**config.mk**
```make
export PLATFORM = sky130hd
export DESIGN_NAME = stq_ctrl
export DESIGN_NICKNAME = d
export VERILOG_FILES = /design/src/sv/stq_pkg.sv /design/src/sv/stq_ctrl.sv
export SDC_FILE = /design/constraint.sdc
export NUM_CORES = 1
export LEC_CHECK = 0
export ABC_CLOCK_PERIOD_IN_PS = 2310
export BUFFER_PORTS_ARGS = -buffer_cell sky130_fd_sc_hd__buf_2
export CORE_AREA = 2 2 86 63
export CTS_BUF_LIST = sky130_fd_sc_hd__clkbuf_8
export CTS_CLUSTER_DIAMETER = 50
export CTS_CLUSTER_SIZE = 14
export DETAILED_ROUTE_END_ITERATION = 6
export DIE_AREA = 0 0 88 65
export PLACE_DENSITY = 0.48
export SLEW_MARGIN = 15
export SYNTH_ARGS = -nofsm -noshare
export SYNTH_HDL_FRONTEND = slang
export SYNTH_SLANG_ARGS = --single-unit
```
**constraint.sdc**
```tcl
create_clock -name clk -period 2.31 [get_ports clk]
set_input_delay 0.462 -clock clk [delete_from_list [all_inputs] [get_ports clk]]
set_output_delay 0.462 -clock clk [all_outputs]
set_load 0.005 [all_outputs]
```
**src/sv/stq_pkg.sv**
```systemverilog
// ---------------------------------------------------------------------------
// stq_pkg
// Shared codes and control/status types for the sorted timer queue.
// ---------------------------------------------------------------------------
package stq_pkg;

	// Operation codes
	typedef enum logic [1:0] {
		FN_ADD    = 2'd0,
		FN_ADJUST = 2'd1,
		FN_DELETE = 2'd2,
		FN_TICK   = 2'd3
	} func_t;

	// Result status codes
	typedef enum logic [1:0] {
		ST_OK        = 2'd0,
		ST_FULL      = 2'd1,
		ST_NOT_FOUND = 2'd2,
		ST_DUP       = 2'd3
	} status_t;

	// Most expired timers released by one tick
	localparam int unsigned RESULT_LIMIT = 64;
	localparam int unsigned CNT_W        = $clog2(RESULT_LIMIT + 1);

	// Controller to datapath
	typedef struct packed {
		logic load;    // capture request fields
		logic remove;  // close the gap at the matching cell
		logic insert;  // open a gap and place the captured timer
		logic pop;     // drop the head cell
	} cmd_t;

	// Datapath to controller
	typedef struct packed {
		logic match;     // captured handle is queued
		logic full;      // every cell holds a timer
		logic head_exp;  // head timer has expired
		logic next_exp;  // second timer has expired
	} stat_t;

endpackage

```
**src/sv/stq_ctrl.sv**
```systemverilog
// ---------------------------------------------------------------------------
// stq_ctrl
// Sequencer for add/adjust/delete/tick and the result output register.
// ---------------------------------------------------------------------------
module stq_ctrl #(
	parameter int HANDLE_BITS = 10
) (
	input  logic                   clk,
	input  logic                   arst_n,
	input  logic                   req_valid,
	input  logic [1:0]             req_func,
	output logic                   req_ready,
	input  logic                   rsp_ready,
	output logic                   rsp_valid,
	output logic [HANDLE_BITS-1:0] rsp_handle,
	output logic                   rsp_expired,
	output logic [1:0]             rsp_status,
	output logic                   rsp_last,
	output stq_pkg::cmd_t          cmd,
	input  stq_pkg::stat_t         stat,
	input  logic [HANDLE_BITS-1:0] head_handle
);

	typedef enum logic [1:0] {S_IDLE, S_EXEC, S_INSERT, S_TICK} state_t;

	state_t                     state_q;
	stq_pkg::func_t             func_q;
	logic [stq_pkg::CNT_W-1:0]  n_q;
	logic                       accept;
	logic                       slot_free;
	logic                       tick_last;

	assign req_ready = (state_q == S_IDLE) && !rsp_valid;
	assign accept    = req_valid && req_ready;
	assign slot_free = !rsp_valid || rsp_ready;
	assign tick_last = !stat.next_exp ||
		(n_q == stq_pkg::CNT_W'(stq_pkg::RESULT_LIMIT - 1));

	// Datapath commands
	always_comb begin
		cmd        = '0;
		cmd.load   = accept;
		case (state_q)
			S_EXEC: begin
				case (func_q)
					stq_pkg::FN_ADD:
						cmd.insert = !stat.match && !stat.full;
					stq_pkg::FN_ADJUST, stq_pkg::FN_DELETE:
						cmd.remove = stat.match;
					default: ;
				endcase
			end
			S_INSERT: cmd.insert = 1'b1;
			S_TICK:   cmd.pop    = slot_free && stat.head_exp;
			default: ;
		endcase
	end

	// State and result register
	always_ff @(posedge clk or negedge arst_n) begin
		if (!arst_n) begin
			state_q     <= S_IDLE;
			func_q      <= stq_pkg::FN_ADD;
			n_q         <= '0;
			rsp_valid   <= 1'b0;
			rsp_handle  <= '0;
			rsp_expired <= 1'b0;
			rsp_status  <= stq_pkg::ST_OK;
			rsp_last    <= 1'b0;
		end else begin
			case (state_q)
				S_IDLE: begin
					// result leaves here; busy states start with it empty
					if (rsp_valid && rsp_ready)
						rsp_valid <= 1'b0;
					if (accept) begin
						func_q  <= stq_pkg::func_t'(req_func);
						n_q     <= '0;
						state_q <= (stq_pkg::func_t'(req_func) == stq_pkg::FN_TICK) ?
							S_TICK : S_EXEC;
					end
				end
				S_EXEC: begin
					rsp_handle  <= '0;
					rsp_expired <= 1'b0;
					rsp_last    <= 1'b1;
					if (func_q == stq_pkg::FN_ADD) begin
						rsp_status <= stat.match ? stq_pkg::ST_DUP :
							(stat.full ? stq_pkg::ST_FULL : stq_pkg::ST_OK);
						rsp_valid  <= 1'b1;
						state_q    <= S_IDLE;
					end else if (!stat.match) begin
						rsp_status <= stq_pkg::ST_NOT_FOUND;
						rsp_valid  <= 1'b1;
						state_q    <= S_IDLE;
					end else if (func_q == stq_pkg::FN_ADJUST) begin
						// removed now, re-placed next cycle
						rsp_status <= stq_pkg::ST_OK;
						state_q    <= S_INSERT;
					end else begin
						rsp_status <= stq_pkg::ST_OK;
						rsp_valid  <= 1'b1;
						state_q    <= S_IDLE;
					end
				end
				S_INSERT: begin
					rsp_valid   <= 1'b1;
					rsp_handle  <= '0;
					rsp_expired <= 1'b0;
					rsp_status  <= stq_pkg::ST_OK;
					rsp_last    <= 1'b1;
					state_q     <= S_IDLE;
				end
				S_TICK: begin
					if (slot_free) begin
						rsp_valid  <= 1'b1;
						rsp_status <= stq_pkg::ST_OK;
						if (stat.head_exp) begin
							rsp_handle  <= head_handle;
							rsp_expired <= 1'b1;
							rsp_last    <= tick_last;
							n_q         <= n_q + 1'b1;
							if (tick_last)
								state_q <= S_IDLE;
						end else begin
							// nothing expired
							rsp_handle  <= '0;
							rsp_expired <= 1'b0;
							rsp_last    <= 1'b1;
							state_q     <= S_IDLE;
						end
					end
				end
				default: state_q <= S_IDLE;
			endcase
		end
	end

endmodule

```
Yosys cells after proc, flatten, opt, wreduce, memory -nomap -nowiden
Index checks and enable logic that the tools add are counted.

storage, ports and cells
  register bits after elaboration = 26
  logic and storage cells = 85
  input port bits = 20
  output and inout bits = 20

operators by class
  eq/ne operators = 13
  reduce and logical (&&, ||, !) cells = 24
  $add $sub $neg = 1
  mux-type cells = 39

operator list
  kind                   number
  $mux W2                12
  $mux W7                3
  $mux W10               2
  $pmux W10 S2           1
  $mux W1                14
  $pmux W7 S2            1
  $eq A2 B2 Y1 const B   4
  $pmux W2 S4            1
  $add A7 B1 Y7 const B  1
  $eq A7 B6 Y1 const B   1
  $ne A2 B2 Y1 const B   3
  $pmux W1 S2            3
  $pmux W2 S3            1
  $reduce_and A2 Y1      3
  $reduce_and A3 Y1      2
  $logic_and A1 B1 Y1    5
  $eq A2 B1 Y1 const B   2
  $logic_not A1 Y1       4
  $logic_not A2 Y1       2
  $ne A4 B4 Y1 const B   1
  $pmux W1 S4            1
  $reduce_and A4 Y1      1
  $reduce_bool A2 Y1     2
  $reduce_or A2 Y1       2
  other kinds (4)        5

Longest topological paths before layout
  depth after elaboration = 6
  depth in mapped cells = 8
  gate-level depth less buffers = 7

Worst setup path after synthesis
Ideal clock, no wire load.

  kind = reg2out
  from = reg state_q[0]
  to = out cmd[3] in the netlist's numbering
  data arrival time = 1.154 ns
  data required time = 1.848 ns
  buffers on the path = 1
  slack = 0.694 ns
  stages on the path, launching flop included = 7
  cell sequence = dfrtp_1 inv_1 ha_1 and2b_1 nand2_1 inv_1 buf_4

on the way
  cells in the longest elaborated chain, start to end = 3

RTL lines
  what                      line            text
  start: declaration        stq_ctrl.sv:26  state_t state_q;
  start signal: assignment  stq_ctrl.sv:79  state_q <= (stq_pkg::func_t'(req_func) == stq_pkg::FN_TICK) ?
  $logic_not A2 Y1          stq_ctrl.sv:33  assign req_ready = (state_q == S_IDLE) && !rsp_valid;
  $logic_and A1 B1 Y1       stq_ctrl.sv:33
  net req_ready             stq_ctrl.sv:12  output logic req_ready,
  $logic_and A1 B1 Y1       stq_ctrl.sv:34  assign accept = req_valid && req_ready;
  end: declaration          stq_ctrl.sv:19  output stq_pkg::cmd_t cmd,

The timed path passes the listed nets, and every way through them passes these cells.

==> key figures <==
Die
  • Row cnt: 22
  • Die Ht: ~65 µm
  • Starting Density: 0.268
  • I/O Pins: 40
  • Die area: ~5700 µm²
  • CORE AREA: approximately 5000 µm²
  • Die width: slightly below 90 µm

Status
  • Status: finished, final reports clean

Pwr
  • Leak Pwr: between 0.8 and 0.9 nW
  • Power per cell area: 920 nW/µm²
  • Maximum VDD drop: around 270 µV

Timing
  • Min cycle time layout: between 2000 and 2500 ps
  • Maximum clock rate: around 470 MHz
  • Worst relative slew slack: 0.611
  • RSZ-0062 raised after global routing: no
  • Actual slew at the worst max-slew pin: just under 600 ps
  • Crit share post-route: 0.916
  • Fin. max-slew vios: 0
  • Hold WS: approximately 180 ps
  • Final worst slack: 193 ps
  • Fin. Hold Viols: 0
  • Final setup violation count: 0
  • Setup TNS: 0 ps
  • Fin Clk Skew: 5.73 ps

Final layout
  • Fill cells: 520
  • Layout cell share with drive strength beyond 1: 0.295
  • Layout Area Growth over Synthesis: 25.1%
  • N_diodes: 0
  • Fin area: about 1700 µm²
  • Final core occ: 0.336
  • Final nets: 202

Clocking
  • Clk Latency, worst-skew pair: about 270 ps
  • Total CTS buffers: 3
  • H-tree lvl count: 1
  • Cts repair resizes: 0
  • Clk sink count: 26
  • CTS tree: done
  • Root buffer cell: clkbuf_8
  • Post-CTS setup buffers: 0
  • Hold buffers post-CTS: 0
  • Max clock buf depth: 2
  • Clk slew on worst S/H paths: ~90 ps

Yosys
  • Synth Warn #: 0
  • Syn Inst Count: around 130
  • Flops & latches, synth: 26
  • Sequential fraction of the synthesis area: 0.487
  • Unique cell type count in the Yosys netlist: 35
  • Async SR Flop Fraction: 1.00
  • Post-synth EDFFs: 0
  • Mapped cell area: around 1300 µm²
  • Post-synth top flop: dfrtp_1
  • Post-Syn Nets: 160
  • Syn Area/Cell: 10.1 µm²

Detailed routing
  • Routed len/inst: approximately 12 µm
  • DR iter-0 viols: 37
  • Routed Antenna Nets: 0
  • Post-route DRC violation count: 0
  • DR vias: between 1000 and 1500
  • 1st-pass router iterations: 4
  • WL final: roughly 2900 µm
  • Vias/cell: 4.37

Setup path
  • CP delay by family, top: simple AND/OR/NAND/NOR gates
  • RR Startpoint: state_q[0]
  • Crit path kind: reg -> out
  • Reg2Reg Setup Slack: between 500 and 600 ps
  • CP required: approximately 1900 ps
  • WP buf/inv: 1
  • Worst EP arrival: 1650 ps
  • Critical path, cell by cell: ha_1, and2_2, nor2b_1, buf_2
  • Worst Path Max Fanout: 13
  • Setup crit end kind: output pin
  • Critical path's slowest cell: dfrtp_1
  • Crit path largest cell delay: 400 ps
  • Worst Setup SP: state_q[0]
  • Setup crit start kind: register

Placement
  • DP Worst Slack: 498 ps
  • Final GP Congestion: ~0.77
  • Detail Placement HPWL: ~2200 µm
  • IO buf count: 39
  • Placed cell area: approximately 1600 µm²

Min path
  • Hold crit path type: in -> async

Global route
  • Largest net degree at the start of global routing: 27
  • Number of global-route vias before repair: approximately 1100
  • GRT Overall Usage: 0.114
  • Gr ovfl total: 0
  • Initial antenna violation count: 0
  • First-pass GRT wire length: ~5000 µm

Run
  • Max-Cap Viols: 0
layout by cell type, fill, tap and decap left out, drive strengths merged:
cell type  Yosys  routed
nand3          8       8
ha             8       8
inv            8       8
nand3b         1       1
and3b          1       1
or4            1       1
o31ai          1       1
o21ba          1       1
nand4b         1       1
mux2           2       2
nand4          3       3
a31o           1       1
o21bai         1       1
o21ai         13      13
dfrtp         26      26
and2           1       1
xnor2          1       1
nor2           4       4
a21o           2       2
and2b          3       3
a21oi          6       6
a31oi          1       1
a22o           6       6
nand2         17      17
or3            2       2
clkbuf         2       4
mux2i          3       3
and3           2       2
nor2b          2       2
o311ai         1       1
buf            3      42
per-stage QoR:
stage / power (W) / instances
after floorplan: 0.00103 / 132
after global placement: 0.00124 / 241
after detailed placement: 0.00126 / 241
after CTS: 0.00156 / 245
after global routing: 0.00168 / 245
final: 0.00154 / 245
metal layers:
layer	GRT usage	share of wire	up-vias
met4	0.0500	0.012	0
met3	0.0204	0.026	2
met5	0	0	-
met2	0.186	0.47	18
met1	0.147	0.49	504
li1	-	-	546
Yosys cell counts, types with 3 or more instances:
master | count | area (µm²)
nor2_1 | 4 | 15.0
a22o_1 | 6 | 52.6
dfrtp_1 | 26 | 651
inv_1 | 8 | 30.0
mux2i_1 | 3 | 30.0
o21ai_0 | 6 | 30.0
nand3_1 | 8 | 40.0
ha_1 | 8 | 100
nand4_1 | 3 | 18.8
nand2_1 | 17 | 63.8
o21ai_1 | 7 | 35.0
a21oi_1 | 6 | 30.0
sequential cells by signal, summed over array words and instances (netlist names):
register     count
rsp_last         1
func_q           2
rsp_handle      10
rsp_valid        1
rsp_status       2
state_q          2
rsp_expired      1
n_q              7
area by class of cell:
class,instances,area (µm²),share of cell area
clock buffer,4,55.1,0.0329
tap,72,90.1,0.0539
sequential,26,651,0.389
inverter,8,30.0,0.0180
timing repair buffer,42,218,0.130
multi-input combinational,93,628,0.376
path summary, 6_finish.rpt:
path,depth (start not counted),end
hold reg to reg,1,rsp_expired
min in group clk,2,rsp_handle[9]
max in group asynchronous,1,n_q[1]
setup reg to reg,5,n_q[5]
hold / removal,1,rsp_status[0]
setup / recovery,4,cmd[0]
worst register-to-register path: stages, from the launching register on:
cell and delay [ps]:
dfrtp_1 400, ha_1 270, and2_2 320, nand3_1 130, or4_1 400, a21oi_1 160
cells by family (layout without fill, tap and decap cells):
| kind of cell | count (synthesis) | in the layout | share of synthesized area |
|---|---|---|---|
| simple gates | 46 | 46 | 0.181 |
| compound gates | 33 | 33 | 0.169 |
| flops | 26 | 26 | 0.487 |
| buf+inv | 13 | 54 | 0.0431 |
| fa+ha+maj | 8 | 8 | 0.0749 |
| mux | 5 | 5 | 0.0393 |
| xor+xnor | 1 | 1 | 0.00656 |
power breakdown:
group	switching [W]	internal (W)	total (W)	leakage [nW]
clock	0.000141	0.000152	0.000293	0.0288
combinational	0.000357	0.000278	0.000635	0.476
sequential	0.0000636	0.000546	0.000610	0.347
total	0.000562	0.000976	0.00154	0.852
Power figures use the tool's default switching activity.
